$ cat src/rtl/core/mspfp_pkg.sv
// Package for the MSP frame parser: result status codes, sync and direction
// characters, the result record and the CRC-8 DVB-S2 byte step.
// No dependencies.
`timescale 1ns / 1ps
`default_nettype none

package mspfp_pkg;

  // Framing characters
  localparam logic [7:0] ChDollar = 8'h24;  // '$'
  localparam logic [7:0] ChM      = 8'h4D;  // 'M'
  localparam logic [7:0] ChE      = 8'h45;  // 'E'
  localparam logic [7:0] ChX      = 8'h58;  // 'X'
  localparam logic [7:0] ChLt     = 8'h3C;  // '<'
  localparam logic [7:0] ChGt     = 8'h3E;  // '>'

  // CRC-8 DVB-S2 polynomial
  localparam logic [7:0] CrcPoly = 8'hD5;

  // Reset value of the payload limit
  localparam logic [15:0] MaxPayloadReset = 16'd256;

  // Result status codes
  typedef enum logic [2:0] {
    STAT_BUSY    = 3'd0,
    STAT_PAYLOAD = 3'd1,
    STAT_OK      = 3'd2,
    STAT_SYNC    = 3'd3,
    STAT_OVRSIZE = 3'd4,
    STAT_CHKBAD  = 3'd5
  } status_e;

  // One result item
  typedef struct packed {
    status_e     status;
    logic [7:0]  data_byte;
    logic [15:0] byte_index;
    logic [15:0] command;
    logic [15:0] payload_size;
    logic        version;
    logic        variant;
    logic        direction;
    logic [7:0]  frame_flags;
  } result_t;

  // One byte through CRC-8 DVB-S2, MSB first
  function automatic logic [7:0] crc8_step(input logic [7:0] crc, input logic [7:0] b);
    logic [7:0] c;
    c = crc ^ b;
    for (int i = 0; i < 8; i++) begin
      c = c[7] ? ({c[6:0], 1'b0} ^ CrcPoly) : {c[6:0], 1'b0};
    end
    return c;
  endfunction

endpackage

`default_nettype wire

$ cat src/rtl/core/msp_frame_parser.sv
// MSP V1/V2 frame parser: one received byte in, one result item out.
// Parse state update and result in one pass, with an output register and skid.
// Depends on mspfp_pkg.
// Each result is registered in the output register, or in the skid slot while one waits.
// Throughput: one byte per cycle while the skid slot is empty; the parse step
// (including the CRC-8 byte step) sits between the state registers and the output register.
// A two-slot output stage (register plus skid) keeps input ready while one
// result waits on the output.
// Reset: asynchronous, active low; parser idle, checksums and frame fields
// cleared, payload limit 256, no result pending.
`timescale 1ns / 1ps
`default_nettype none

module msp_frame_parser (
  input  wire logic        clk_i,
  input  wire logic        rst_ni,
  // configuration: max_payload
  input  wire logic        cfg_we_i,
  input  wire logic [15:0] cfg_wdata_i,
  // input items
  input  wire logic        s_axis_tvalid_i,
  output logic             s_axis_tready_o,
  input  wire logic [7:0]  s_axis_tdata_i,   // [7:0] rx_byte
  // result items
  output logic             m_axis_tvalid_o,
  input  wire logic        m_axis_tready_i,
  // [7:0] data_byte, [23:8] byte_index, [39:24] command, [55:40] payload_size,
  // [56] version, [57] variant, [58] direction, [66:59] frame_flags, [71:67] zero
  output logic [71:0]      m_axis_tdata_o,
  output logic [2:0]       m_axis_tuser_o    // [2:0] status
);
  import mspfp_pkg::*;

  typedef enum logic [9:0] {
    ST_IDLE  = 10'b00_0000_0001,
    ST_START = 10'b00_0000_0010,
    ST_DIR1  = 10'b00_0000_0100,
    ST_DIR2  = 10'b00_0000_1000,
    ST_HDR1  = 10'b00_0001_0000,
    ST_HDR2  = 10'b00_0010_0000,
    ST_PAY1  = 10'b00_0100_0000,
    ST_PAY2  = 10'b00_1000_0000,
    ST_CHK1  = 10'b01_0000_0000,
    ST_CHK2  = 10'b10_0000_0000
  } state_e;

  state_e      state_q, state_d;
  logic [15:0] max_payload_q;
  logic [15:0] byte_count_q, byte_count_d;
  logic [15:0] expected_len_q, expected_len_d;
  logic [7:0]  xor_sum_q, xor_sum_d;
  logic [7:0]  crc_sum_q, crc_sum_d;
  logic [7:0]  hdr_q [4];
  logic [7:0]  hdr_d [4];
  logic [15:0] command_q, command_d;
  logic [7:0]  flags_q, flags_d;
  logic [2:0]  kind_q, kind_d;   // bit 0 V2, bit 1 'E' variant, bit 2 reply

  result_t     res;
  result_t     out_q, skid_q;
  logic        out_valid_q, skid_valid_q;
  logic        in_accept, out_take;
  logic [15:0] size_sel;
  logic [15:0] count_inc;

  assign s_axis_tready_o = !skid_valid_q;
  assign in_accept       = s_axis_tvalid_i && s_axis_tready_o;
  assign out_take        = out_valid_q && m_axis_tready_i;
  assign count_inc       = byte_count_q + 16'd1;

  // Parse step
  always_comb begin
    state_d        = state_q;
    byte_count_d   = byte_count_q;
    expected_len_d = expected_len_q;
    xor_sum_d      = xor_sum_q;
    crc_sum_d      = crc_sum_q;
    hdr_d          = hdr_q;
    command_d      = command_q;
    flags_d        = flags_q;
    kind_d         = kind_q;
    size_sel       = 16'd0;
    res.status     = STAT_BUSY;
    res.data_byte  = 8'd0;
    res.byte_index = 16'd0;

    unique case (state_q)
      ST_IDLE: begin
        if (s_axis_tdata_i == ChDollar) state_d = ST_START;
      end
      ST_START: begin
        byte_count_d   = 16'd0;
        xor_sum_d      = 8'd0;
        crc_sum_d      = 8'd0;
        command_d      = 16'd0;
        expected_len_d = 16'd0;
        flags_d        = 8'd0;
        priority if (s_axis_tdata_i == ChM) begin
          kind_d  = {kind_q[2], 2'b00};
          state_d = ST_DIR1;
        end else if (s_axis_tdata_i == ChE) begin
          kind_d  = {kind_q[2], 2'b10};
          state_d = ST_DIR1;
        end else if (s_axis_tdata_i == ChX) begin
          kind_d  = {kind_q[2], 2'b01};
          state_d = ST_DIR2;
        end else begin
          res.status = STAT_SYNC;
          state_d    = ST_IDLE;
        end
      end
      ST_DIR1, ST_DIR2: begin
        if (s_axis_tdata_i == ChLt || s_axis_tdata_i == ChGt) begin
          kind_d  = {(s_axis_tdata_i == ChGt), kind_q[1:0]};
          state_d = (state_q == ST_DIR1) ? ST_HDR1 : ST_HDR2;
        end else begin
          res.status = STAT_SYNC;
          state_d    = ST_IDLE;
        end
      end
      ST_HDR1: begin
        xor_sum_d = xor_sum_q ^ s_axis_tdata_i;
        if (byte_count_q == 16'd0) begin
          hdr_d[0]     = s_axis_tdata_i;
          byte_count_d = 16'd1;
        end else begin
          command_d      = {8'd0, s_axis_tdata_i};
          size_sel       = {8'd0, hdr_q[0]};
          expected_len_d = size_sel;
          byte_count_d   = 16'd0;
          if (size_sel > max_payload_q) begin
            res.status = STAT_OVRSIZE;
            state_d    = ST_IDLE;
          end else begin
            state_d = (size_sel != 16'd0) ? ST_PAY1 : ST_CHK1;
          end
        end
      end
      ST_HDR2: begin
        crc_sum_d = crc8_step(crc_sum_q, s_axis_tdata_i);
        if (byte_count_q < 16'd4) begin
          hdr_d[byte_count_q[1:0]] = s_axis_tdata_i;
          byte_count_d             = count_inc;
        end else begin
          flags_d        = hdr_q[0];
          command_d      = {hdr_q[2], hdr_q[1]};
          size_sel       = {s_axis_tdata_i, hdr_q[3]};
          expected_len_d = size_sel;
          byte_count_d   = 16'd0;
          if (size_sel > max_payload_q) begin
            res.status = STAT_OVRSIZE;
            state_d    = ST_IDLE;
          end else begin
            state_d = (size_sel != 16'd0) ? ST_PAY2 : ST_CHK2;
          end
        end
      end
      ST_PAY1, ST_PAY2: begin
        if (state_q == ST_PAY1) xor_sum_d = xor_sum_q ^ s_axis_tdata_i;
        else crc_sum_d = crc8_step(crc_sum_q, s_axis_tdata_i);
        res.status     = STAT_PAYLOAD;
        res.data_byte  = s_axis_tdata_i;
        res.byte_index = byte_count_q;
        byte_count_d   = count_inc;
        if (count_inc == expected_len_q) begin
          state_d = (state_q == ST_PAY1) ? ST_CHK1 : ST_CHK2;
        end
      end
      ST_CHK1: begin
        res.status = (xor_sum_q == s_axis_tdata_i) ? STAT_OK : STAT_CHKBAD;
        state_d    = ST_IDLE;
      end
      ST_CHK2: begin
        res.status = (crc_sum_q == s_axis_tdata_i) ? STAT_OK : STAT_CHKBAD;
        state_d    = ST_IDLE;
      end
      default: begin
        state_d = ST_IDLE;
      end
    endcase

    res.command      = command_d;
    res.payload_size = expected_len_d;
    res.version      = kind_d[0];
    res.variant      = kind_d[1];
    res.direction    = kind_d[2];
    res.frame_flags  = flags_d;
  end

  // Parser state, updated on each accepted item
  always_ff @(posedge clk_i or negedge rst_ni) begin
    if (!rst_ni) begin
      state_q        <= ST_IDLE;
      byte_count_q   <= 16'd0;
      expected_len_q <= 16'd0;
      xor_sum_q      <= 8'd0;
      crc_sum_q      <= 8'd0;
      command_q      <= 16'd0;
      flags_q        <= 8'd0;
      kind_q         <= 3'd0;
    end else if (in_accept) begin
      state_q        <= state_d;
      byte_count_q   <= byte_count_d;
      expected_len_q <= expected_len_d;
      xor_sum_q      <= xor_sum_d;
      crc_sum_q      <= crc_sum_d;
      command_q      <= command_d;
      flags_q        <= flags_d;
      kind_q         <= kind_d;
    end
  end

  // Header byte store, always written before read within a frame
  always_ff @(posedge clk_i) begin
    if (in_accept) hdr_q <= hdr_d;
  end

  // Payload limit register
  always_ff @(posedge clk_i or negedge rst_ni) begin
    if (!rst_ni) begin
      max_payload_q <= MaxPayloadReset;
    end else if (cfg_we_i) begin
      max_payload_q <= cfg_wdata_i;
    end
  end

  // Output stage control: main register plus skid slot
  always_ff @(posedge clk_i or negedge rst_ni) begin
    if (!rst_ni) begin
      out_valid_q  <= 1'b0;
      skid_valid_q <= 1'b0;
    end else if (out_take || !out_valid_q) begin
      out_valid_q  <= skid_valid_q || in_accept;
      skid_valid_q <= 1'b0;
    end else if (in_accept) begin
      skid_valid_q <= 1'b1;
    end
  end

  // Output stage payload
  always_ff @(posedge clk_i) begin
    if (out_take || !out_valid_q) begin
      out_q <= skid_valid_q ? skid_q : res;
    end else if (in_accept) begin
      skid_q <= res;
    end
  end

  assign m_axis_tvalid_o = out_valid_q;
  assign m_axis_tuser_o  = out_q.status;
  assign m_axis_tdata_o  = {5'd0, out_q.frame_flags, out_q.direction, out_q.variant,
                            out_q.version, out_q.payload_size, out_q.command,
                            out_q.byte_index, out_q.data_byte};

  // Skid slot only ever fills behind a held result
  a_skid_behind_out: assert property (@(posedge clk_i) disable iff (!rst_ni)
    skid_valid_q |-> out_valid_q)
    else $error("skid slot full with output register empty");

  // Payload index always lies inside the declared payload
  a_index_in_range: assert property (@(posedge clk_i) disable iff (!rst_ni)
    (out_valid_q && out_q.status == STAT_PAYLOAD) |->
      (out_q.byte_index < out_q.payload_size))
    else $error("payload byte index beyond declared size");

  // Data and index are zero on every non-payload result
  a_non_payload_zero: assert property (@(posedge clk_i) disable iff (!rst_ni)
    (out_valid_q && out_q.status != STAT_PAYLOAD) |->
      (out_q.data_byte == 8'd0 && out_q.byte_index == 16'd0))
    else $error("non-payload result carries data");

  // The checksum byte always ends the frame
  a_chk_to_idle: assert property (@(posedge clk_i) disable iff (!rst_ni)
    (in_accept && (state_q == ST_CHK1 || state_q == ST_CHK2)) |=> (state_q == ST_IDLE))
    else $error("parser did not return to idle after checksum");

endmodule

`default_nettype wire
$ cat config.mk
export PLATFORM = sky130hd
export DESIGN_NAME = msp_frame_parser
export DESIGN_NICKNAME = d
export VERILOG_FILES = /design/src/rtl/core/mspfp_pkg.sv /design/src/rtl/core/msp_frame_parser.sv
export SDC_FILE = /design/constraint.sdc
export NUM_CORES = 1
export LEC_CHECK = 0
export BUFFER_PORTS_ARGS = -buffer_cell sky130_fd_sc_hd__buf_4
export CORE_MARGIN = 3
export CORE_UTILIZATION = 54
export DETAILED_ROUTE_END_ITERATION = 10
export PLACE_DENSITY = 0.75
export SYNTH_ARGS = -nofsm -noshare
export SYNTH_HDL_FRONTEND = slang
export SYNTH_SLANG_ARGS = --single-unit
export TNS_END_PERCENT = 100
$ cat constraint.sdc
create_clock -name clk_i -period 5.3 [get_ports clk_i]
set_clock_uncertainty 0.05 [all_clocks]
set_input_delay 1.59 -clock clk_i [delete_from_list [all_inputs] [get_ports clk_i]]
set_output_delay 1.59 -clock clk_i [all_outputs]
set_load 0.005 [all_outputs]
==> After elaboration in Yosys (flattened, before gate mapping) <==
Index checks and enable logic that the tools add are counted.
{ "classes": {"n_addsub": 1, "order_cmp": 5, "eq_ne": 27, "mux": 64, "bitwise": 12, "reduce_logical": 25} }
{ "ops": {"columns": ["op", "count"], "rows": [
  ["$mux 8", 13],
  ["$pmux 16 s3", 2],
  ["$mux 10", 9],
  ["$mux 16", 5],
  ["$mux 70", 1],
  ["$pmux 16 s4", 1],
  ["$pmux 10 s6", 1],
  ["$pmux 8 s3", 2],
  ["$not 5->5", 8],
  ["$bwmux 32", 1],
  ["$mux 32", 1],
  ["$pmux 8 s2", 2],
  ["$eq 8x6->1 const B", 3],
  ["$eq 8x7->1 const B", 3],
  ["$mux 24", 1],
  ["$mux 3", 7],
  ["$pmux 3 s7", 1],
  ["$mux 9", 2],
  ["$add 16x1->16 const B", 1],
  ["$demux 8 s2", 1],
  ["$eq 16x16->1", 1],
  ["$eq 8x8->1", 2],
  ["$gt 16x16->1", 1],
  ["$gt 8x16->1", 1],
  ["36 further kinds", 64]
]} }
{ "word_totals": {"register_bits": 275, "in_bits": 29} }

==> Longest topological paths before layout <==
Gate-level depths: netlist of the first run.
{ "depth": {"word_depth": 19, "ltp_mapped": 10, "ltp_nobuf": 9} }

==> Least setup slack after synthesis of the first run <==
No wires, ideal clock.
{ "synth_timing": {"path_kind": "input-to-reg", "start": "in m_axis_tready_i", "end": "reg skid_q[0] (netlist bit), enable pin", "setup_time_ps": 498, "arrival_ps": 6422, "required_time_ps": 4752, "slack_ps": -1670, "path_stages": 2, "path_buffers": 0, "path_cell_list": "nand2b_1 > nor2_1"} }
{ "synth_via": {"elab_chain_cells": 4} }
{ "synth_rtl": {"columns": ["element", "line_no", "rtl"], "rows": [
  ["start, declared", "msp_frame_parser.sv:26", "input wire logic m_axis_tready_i,"],
  ["$logic_and 1x1->1", "msp_frame_parser.sv:68", "assign out_take = out_valid_q && m_axis_tready_i;"],
  ["$logic_or 1x1->1", "msp_frame_parser.sv:242", "if (out_take || !out_valid_q) begin"],
  ["$not 1->1 (no line)", null, null],
  ["$reduce_and 2->1 (no line)", null, null],
  ["end signal, assigned", "msp_frame_parser.sv:245", "skid_q <= res;"],
  ["end, declared", "msp_frame_parser.sv:60", "result_t out_q, skid_q;"]
]} }
Every way passes these cells.
A chain may end at the register's enable or synchronous reset.

==> Worst setup path after layout of the first run <==
{ "layout_timing": {"start": "reg state_q[3]", "end": "reg out_q, in the netlist m_axis_tdata_o[52] (data pin)"} }
{ "layout_via": {"elab_chain_cells": 3, "word_cells_on_any_way": 5} }
{ "layout_rtl": {"columns": ["element", "line_no", "rtl"], "rows": [
  ["start, declared", "msp_frame_parser.sv:47", "state_e state_q, state_d;"],
  ["start signal, assigned", "msp_frame_parser.sv:202", "state_q <= state_d;"],
  ["$eq 10x6->1 (tied with other cells)", "msp_frame_parser.sv:87", "unique case (state_q)"],
  ["$pmux 16 s3 *", "msp_frame_parser.sv:87", null],
  ["net expected_len_d[12]", "msp_frame_parser.sv:50", "logic [15:0] expected_len_q, expected_len_d;"],
  ["$mux 70 *", "msp_frame_parser.sv:243", "out_q <= skid_valid_q ? skid_q : res;"],
  ["end signal, assigned", "msp_frame_parser.sv:243", null],
  ["end, declared", "msp_frame_parser.sv:60", null]
]} }
Mark *: on every way through the listed nets, which the timed path passes. The rest lies on a longest branch.

==> impl_summary.log, run 1 <==
[metrics] Gates resized, CTS repair: 0
[metrics] count of buffers added by post-CTS timing repair for setup: 0
[metrics] DP Wirelength: 19900 um
[metrics] top-area cell type share of the netlist area: 0.394
[metrics] critical path launch point type: register
[metrics] total power: 5.27 mW
[metrics] synthesis-stage register bit count: 275
[metrics] fill cell total of the finished layout: 1883
[metrics] number of buffers inserted by hold repair at cts: 0
[metrics] placer congestion estimate: 0.906
[metrics] Worst Setup End Kind: register
[metrics] Max Cap Violations: 0
[metrics] drt via density: 5.75
[metrics] wire length reported by the detailed router: 29200 um
[metrics] Primary FF master, synth: sky130_fd_sc_hd__edfxtp_1
[metrics] highest-delay cell along the critical path: sky130_fd_sc_hd__nand4b_1
[metrics] Non-Filler Instances: 1551
[metrics] leakage power: 6.15 nW
[metrics] path length in cells of the critical path: 6
[metrics] Max Slew Vio Count: 0
[metrics] H-tree depth reported by CTS: 1
[metrics] largest cells by area after synthesis: sky130_fd_sc_hd__edfxtp_1 (39%), sky130_fd_sc_hd__dfrtp_1 (19%), sky130_fd_sc_hd__mux2_2 (7.0%)
[metrics] number of standard-cell rows in the floorplan: 56
[metrics] top cells by count, synth: sky130_fd_sc_hd__nand2_1 (185), sky130_fd_sc_hd__edfxtp_1 (172), sky130_fd_sc_hd__dfrtp_1 (101)
[metrics] kind of critical path: reg -> reg
[metrics] critical path data arrival time: 3.88 ns
[metrics] Die Wd: 162 um
[metrics] Multi-input gate area: 5010 um^2
[metrics] number of antenna cells inserted: 0
[metrics] Data required, critical path: 5.54 ns
[metrics] worst-path cell chain: nor4_4 > nand4b_1 > and2_1 > a21o_1 > a22o_1 > mux2_2
[metrics] maximum fanout along the worst path: 32
[metrics] run status: complete, no violations
[metrics] sequential cell area: 7740 um^2
[metrics] Async S/R FF share, synth: 0.375
[metrics] overall global routing resource usage: 0.223
[metrics] number of endpoints with negative hold slack in the final report: 0
[metrics] most instantiated library cell after synthesis: sky130_fd_sc_hd__nand2_1
[metrics] buffers added on ports: 100
[metrics] wire length of the first global-routing pass: 47100 um
[metrics] Post-Synthesis Cell Area: 13100 um^2
[metrics] family with the most delay on the worst path: simple AND/OR/NAND/NOR gates
[metrics] post-synthesis cell type count: 73
[metrics] number of clock buffers inserted by TritonCTS: 29
[metrics] area grow syn2layout: 14.4%
[metrics] Die Footprint: 26200 um^2
[metrics] fraction of layout cells with a size suffix above 1: 0.205
[metrics] Clock Path Buffers: 3
[metrics] Reg2Reg Depth: 6
[metrics] worst hold-check path type: reg -> reg
[metrics] utilization of the core after routing: 0.634
[metrics] Yosys top cell by area: sky130_fd_sc_hd__edfxtp_1
[metrics] total number of yosys warnings: 0
[metrics] Power Density: 351 nW/um^2
[metrics] worst voltage drop across the vdd grid: 251 uV
[metrics] Finish-stage setup viols: 0
[metrics] # clock sinks: 275
[metrics] die span in y: 162 um
[metrics] final critical delay including setup and external delays: 3.64 ns
[metrics] Slowest Stage Delay on Critical Path: 0.64 ns
[metrics] buffer type at the clock tree root: sky130_fd_sc_hd__clkbuf_16
[metrics] Clock Pin Slew Worst Setup and Hold Paths: 0.06 ns
[metrics] post-synthesis area per instance: 11.6 um^2
[metrics] clk_lat worst skew: 0.55 ns
[metrics] number of search-and-repair iterations in the first detailed-routing pass: 5
[metrics] residual antenna-violating net count after detailed routing: 0
[metrics] Syn Inst Count: 1129
[metrics] routed vias: 8918
[metrics] TNS Setup: 0 ns
[metrics] maximum clock frequency: 0.275 GHz
[metrics] DRC Markers: 0
[metrics] ports placed on the boundary: 106
[metrics] routed len/inst: 18.8 um
[metrics] number of enable flip-flop cells after synthesis: 172
[metrics] total congestion overflow: 0
[metrics] number of global-route vias before repair: 8880
[metrics] CORE AREA: 23700 um^2
[metrics] TritonCTS clock tree: done
[metrics] largest net degree at the start of global routing: 81
[metrics] nets: 1267
[metrics] number of antenna violations at the first check in global routing: 0
[metrics] buffer and inverter count on the worst path: 0
[metrics] slew margin rel.: 0.206
[metrics] starting utilization of the core area: 0.554
[metrics] measured slew at the worst slew-check pin: 1.19 ns
[metrics] number of instances in the placed design: 1497
[metrics] setup repair after global routing missed its margin: no
[metrics] Iteration-0 DRC Markers: 742
[metrics] fraction of the yosys area taken by sequential cells: 0.591
[metrics] instance count along the most critical hold path: 2
[metrics] Final Hold Slack: 0.422 ns
[metrics] post-route fraction of the period consumed by the critical path: 0.686
[final cells by class]
class,count,area share
Clock buffer,31,0.0489
Clock inverter,23,0.0111
Inverter,28,0.00700
Multi-Input combinational cell,763,0.334
Sequential cell,275,0.516
Tap cell,319,0.0266
Timing Repair Buffer,112,0.0560
[worst register-to-register path: stages, from the launching register on]
cell,delay (ns)
sky130_fd_sc_hd__dfrtp_1,0.44
sky130_fd_sc_hd__nor4_4,0.53
sky130_fd_sc_hd__nand4b_1,0.64
sky130_fd_sc_hd__and2_1,0.39
sky130_fd_sc_hd__a21o_1,0.58
sky130_fd_sc_hd__a22o_1,0.48
sky130_fd_sc_hd__mux2_2,0.28
[through the flow]
stage	cell area [um^2]	setup slack, ns
global route	15000	1.48
global placement	14100	1.52
finish	15000	1.66
floorplan	13100	0.275
CTS	15000	1.71
detailed placement	14100	1.50
[registers in the layout, indices dropped and copies added (netlist names)]
| register | cells |
|---|---|
| m_axis_tvalid_o | 1 |
| hdr_q | 32 |
| flags_q | 8 |
| m_axis_tdata_o | 67 |
| byte_count_q | 16 |
| max_payload_q | 16 |
| crc_sum_q | 8 |
| skid_valid_q | 1 |
| m_axis_tuser_o | 3 |
| kind_q | 3 |
| command_q | 16 |
| xor_sum_q | 8 |
| skid_q | 70 |
| state_q | 10 |
| expected_len_q | 16 |
[power by group]
| group | internal, mW | switching [mW] | total, mW |
|---|---|---|---|
| Sequential | 2.49 | 0.0927 | 2.58 |
| Clock | 1.06 | 0.833 | 1.89 |
| Combinational | 0.344 | 0.455 | 0.799 |
[metal layers]
metal / wire [um] / vias up / track usage
li1: - / 4228 / -
met1: 12700 / 4320 / 0.316
met2: 13800 / 319 / 0.363
met3: 1950 / 51 / 0.0329
met4: 705 / 0 / 0.0632
met5: 0 / - / 0
[cell families after synthesis]
group           after synthesis  share of synthesized area
buf+inv                      95                     0.0300
xor+xnor                     57                     0.0381
flops                       275                      0.591
simple gates                396                      0.148
fa+ha+maj                    30                     0.0284
other cells                   1                   0.000286
compound gates              194                     0.0947
mux                          81                     0.0696
[path summary, 6_finish.rpt]
check / startpoint / end / slack [ns]
max in group asynchronous: rst_ni / byte_count_q[9] / 3.03
worst max-delay path: state_q[3] / m_axis_tdata_o[52] / 1.66
worst max register to register: state_q[3] / m_axis_tdata_o[52] / 1.66
worst min register to register: flags_q[2] / flags_q[2] / 0.42
min in group asynchronous: rst_ni / xor_sum_q[1] / 1.17
worst min-delay path: flags_q[2] / flags_q[2] / 0.42
[cells in the final DEF, fill, tap and decap left out, types with 15 or more instances in the layout]
master,count
sky130_fd_sc_hd__nor2b_1,18
sky130_fd_sc_hd__a22oi_1,18
sky130_fd_sc_hd__o21ai_0,85
sky130_fd_sc_hd__edfxtp_1,172
sky130_fd_sc_hd__dfrtp_1,101
sky130_fd_sc_hd__a21oi_1,15
sky130_fd_sc_hd__and2_1,31
sky130_fd_sc_hd__nand4_1,20
sky130_fd_sc_hd__ha_1,29
sky130_fd_sc_hd__inv_1,27
sky130_fd_sc_hd__nor2_1,52
sky130_fd_sc_hd__xnor2_1,36
sky130_fd_sc_hd__mux2_2,81
sky130_fd_sc_hd__buf_4,112
sky130_fd_sc_hd__clkbuf_16,29
sky130_fd_sc_hd__nand2_1,185
sky130_fd_sc_hd__a22o_1,17
sky130_fd_sc_hd__xor2_1,21
No activity file was read; power rests on OpenSTA's default activity.
==> run 2, diff against run 1 <==
Settings changed: CORE_UTILIZATION 54 to 58, PLACE_DENSITY 0.75 to 0.77.
Clock period 5.3 ns to 3.4 ns, I/O delays scaled along.
==> run 2 against run 1 <==
  * Cell count shrank 1.0%
  * Global-route usage grew 2.7 points
  * Design area grew 0.85%
  * Clock power grew 53%
  * Clock-buffer cell count grew 6
  * Critical endpoint is now byte_count_q[7]
==> impl_summary.log, run 2 (same netlist as run 1, synthesis figures left out) <==
[metrics] starting utilization of the core area: 0.595 (+0.0416)
[metrics] ports placed on the boundary: 106 (unchanged)
[metrics] TritonCTS clock tree: done
[metrics] worst hold-check path type: in -> async
[metrics] Finish-stage setup viols: 0 (unchanged)
[metrics] overall global routing resource usage: 0.250 (+0.0274)
[metrics] die span in y: 156 um (-3.4%)
[metrics] fraction of layout cells with a size suffix above 1: 0.214 (+0.00819)
[metrics] CORE AREA: 22000 um^2 (-7.0%)
[metrics] family with the most delay on the worst path: simple AND/OR/NAND/NOR gates
[metrics] placed inst area: 14300 um^2 (+1.1%)
[metrics] Die Footprint: 24400 um^2 (-6.6%)
[metrics] leakage power: 6.25 nW (+1.7%)
[metrics] number of search-and-repair iterations in the first detailed-routing pass: 5 (unchanged)
[metrics] run status: complete, no violations
[metrics] Gates resized, CTS repair: 0 (unchanged)
[metrics] area grow syn2layout: 15.4%
[metrics] launch point of the critical path: state_q[2]
[metrics] critical path launch point type: register
[metrics] worst voltage drop across the vdd grid: 318 uV (+27%)
[metrics] Clock Path Buffers: 3 (unchanged)
[metrics] Worst Setup End Kind: register
[metrics] wire length reported by the detailed router: 30400 um (+4.3%)
[metrics] Max Slew Vio Count: 0 (unchanged)
[metrics] clk_lat worst skew: 0.55 ns (about the same)
[metrics] post-route fraction of the period consumed by the critical path: 0.875 (+0.189)
[metrics] Setup WS post-layout: 0.425 ns (-1.24 ns)
[metrics] measured slew at the worst slew-check pin: 0.889 ns (-0.297 ns)
[metrics] Non-Filler Instances: 1535 (-1.0%)
[metrics] number of antenna violations at the first check in global routing: 1 (+1)
[metrics] number of global-route vias before repair: 9066 (+2.1%)
[metrics] total congestion overflow: 0 (unchanged)
[metrics] TNS Setup: 0 ns (unchanged)
[metrics] maximum fanout along the worst path: 9 (-72%)
[metrics] routed vias: 9199 (+3.2%)
[metrics] DP Wirelength: 21100 um (+6.1%)
[metrics] final critical delay including setup and external delays: 2.98 ns (-0.662 ns)
[metrics] worst-path cell chain: nor4_4 > nand2_1 > nor3b_1 > a21oi_1 > or2_0 > o31ai_1
[metrics] residual antenna-violating net count after detailed routing: 0 (unchanged)
[metrics] highest-delay cell along the critical path: sky130_fd_sc_hd__nor4_4
[metrics] nets: 1290 (+1.8%)
[metrics] H-tree depth reported by CTS: 1 (unchanged)
[metrics] number of instances in the placed design: 1481 (-1.1%)
[metrics] endpoint of the most critical setup path: byte_count_q[7]
[metrics] largest register by flop count: skid_q
[metrics] buffer type at the clock tree root: sky130_fd_sc_hd__clkbuf_16
[metrics] number of buffers inserted by hold repair at cts: 0 (unchanged)
[metrics] slew margin rel.: 0.407 (+0.201)
[metrics] placer congestion estimate: 0.913 (+0.79%)
[metrics] kind of critical path: reg -> reg
[metrics] critical path data arrival time: 3.37 ns (-0.51 ns)
[metrics] Crit Reg-Reg Startpoint: state_q[2]
[metrics] number of antenna cells inserted: 0 (unchanged)
[metrics] # clock sinks: 275 (unchanged)
[metrics] routed len/inst: 19.8 um (+5.4%)
[metrics] count of buffers added by post-CTS timing repair for setup: 0 (unchanged)
[metrics] flip-flop count of the largest register after layout: 70 (unchanged)
[metrics] commonest non-fill, non-tap cells in the layout: sky130_fd_sc_hd__nand2_1 (185), sky130_fd_sc_hd__edfxtp_1 (172), sky130_fd_sc_hd__buf_4 (132)
[metrics] Iteration-0 DRC Markers: 700 (-5.7%)
[metrics] number of clock buffers inserted by TritonCTS: 29 (unchanged)
[metrics] drt via density: 5.99 (+4.2%)
[metrics] most frequent standard cell in the layout excluding fill and tap cells: sky130_fd_sc_hd__nand2_1
[metrics] endpoint of the worst register-to-register path: byte_count_q[7]
[metrics] buffers added on ports: 100 (unchanged)
[metrics] worst setup slack before clock tree synthesis: 0.167 ns (-1.33 ns)
[metrics] buffer and inverter count on the worst path: 0 (unchanged)
[metrics] maximum clock frequency: 0.336 GHz (+22%)
[metrics] wire length of the first global-routing pass: 48800 um (+3.7%)
[metrics] Power Density: 543 nW/um^2 (+55%)
[metrics] path length in cells of the critical path: 6 (unchanged)
[metrics] DRC Markers: 0 (unchanged)
[metrics] Die Wd: 156 um (-3.4%)
[metrics] largest net degree at the start of global routing: 73 (-9.9%)
[metrics] setup repair after global routing missed its margin: no
[metrics] r2r setup slk: 0.42 ns (-1.24 ns)
[metrics] number of standard-cell rows in the floorplan: 54 (-3.6%)
[metrics] Slowest Stage Delay on Critical Path: 0.54 ns (-0.10 ns)
[metrics] Reg2Reg Depth: 6 (unchanged)
[metrics] number of endpoints with negative hold slack in the final report: 0 (unchanged)
[metrics] final design area excluding fillers: 15100 um^2 (+0.85%)
[metrics] Data required, critical path: 3.79 ns (-1.75 ns)
[metrics] Max Cap Violations: 0 (unchanged)
[metrics] Clock Pin Slew Worst Setup and Hold Paths: 0.06 ns (about the same)
run 2: cell count changes in the layout (fill, tap and decap cells not counted), moves of 2 or more:
cell	before	now
sky130_fd_sc_hd__buf_4	112	132
sky130_fd_sc_hd__clkbuf_1	2	8
sky130_fd_sc_hd__clkinv_2	7	3
sky130_fd_sc_hd__buf_12	0	3
sky130_fd_sc_hd__clkinv_1	7	9
sky130_fd_sc_hd__clkinv_4	2	0
sky130_fd_sc_hd__clkinvlp_4	5	3
run 2: final cells by class:
cell class                      count  area (um^2)
Timing Repair Buffer              135         1050
Fill cell                        1635         6890
Inverter                           28          105
Sequential cell                   275         7740
Clock buffer                       37          756
Tap cell                          280          350
Multi-Input combinational cell    763         5010
Clock inverter                     17          110
run 2: report_power, final:
group	internal, mW	switching, mW	total [mW]	leakage [nW]
combinational	0.579	0.730	1.31	2.83
sequential	3.88	0.132	4.01	3.01
clock	1.64	1.26	2.90	0.412
total	6.10	2.12	8.22	6.25
run 2: worst min path at each step:
stage,start,cells past startpoint,end
after floorplan,kind_q[2],2,kind_q[2]
after global placement,flags_q[7],2,flags_q[7]
after detailed placement,command_q[13],2,command_q[13]
after CTS,rst_ni,1,expected_len_q[7]
after global routing,rst_ni,1,max_payload_q[4]
final,rst_ni,1,max_payload_q[3]
run 2: layer usage:
metal	wire (um)	GRT usage	part of all wire	vias to the layer above
met5	13	0	0.00043	-
met4	761	0.0692	0.025	2
met3	2100	0.0415	0.069	57
met2	14400	0.404	0.47	358
met1	13200	0.356	0.43	4495
li1	-	-	-	4287
run 2: per-stage QoR:
step / hold WS (ns) / util / total power, mW
2_1_floorplan: 0.390 / - / 4.85
3_3_place_gp: 0.407 / 0.648 / 5.34
3_5_place_dp: 0.413 / 0.648 / 5.38
4_1_cts: 0.413 / 0.687 / 8.28
5_1_grt: 0.432 / 0.687 / 8.57
6_report: 0.408 / 0.687 / 8.22
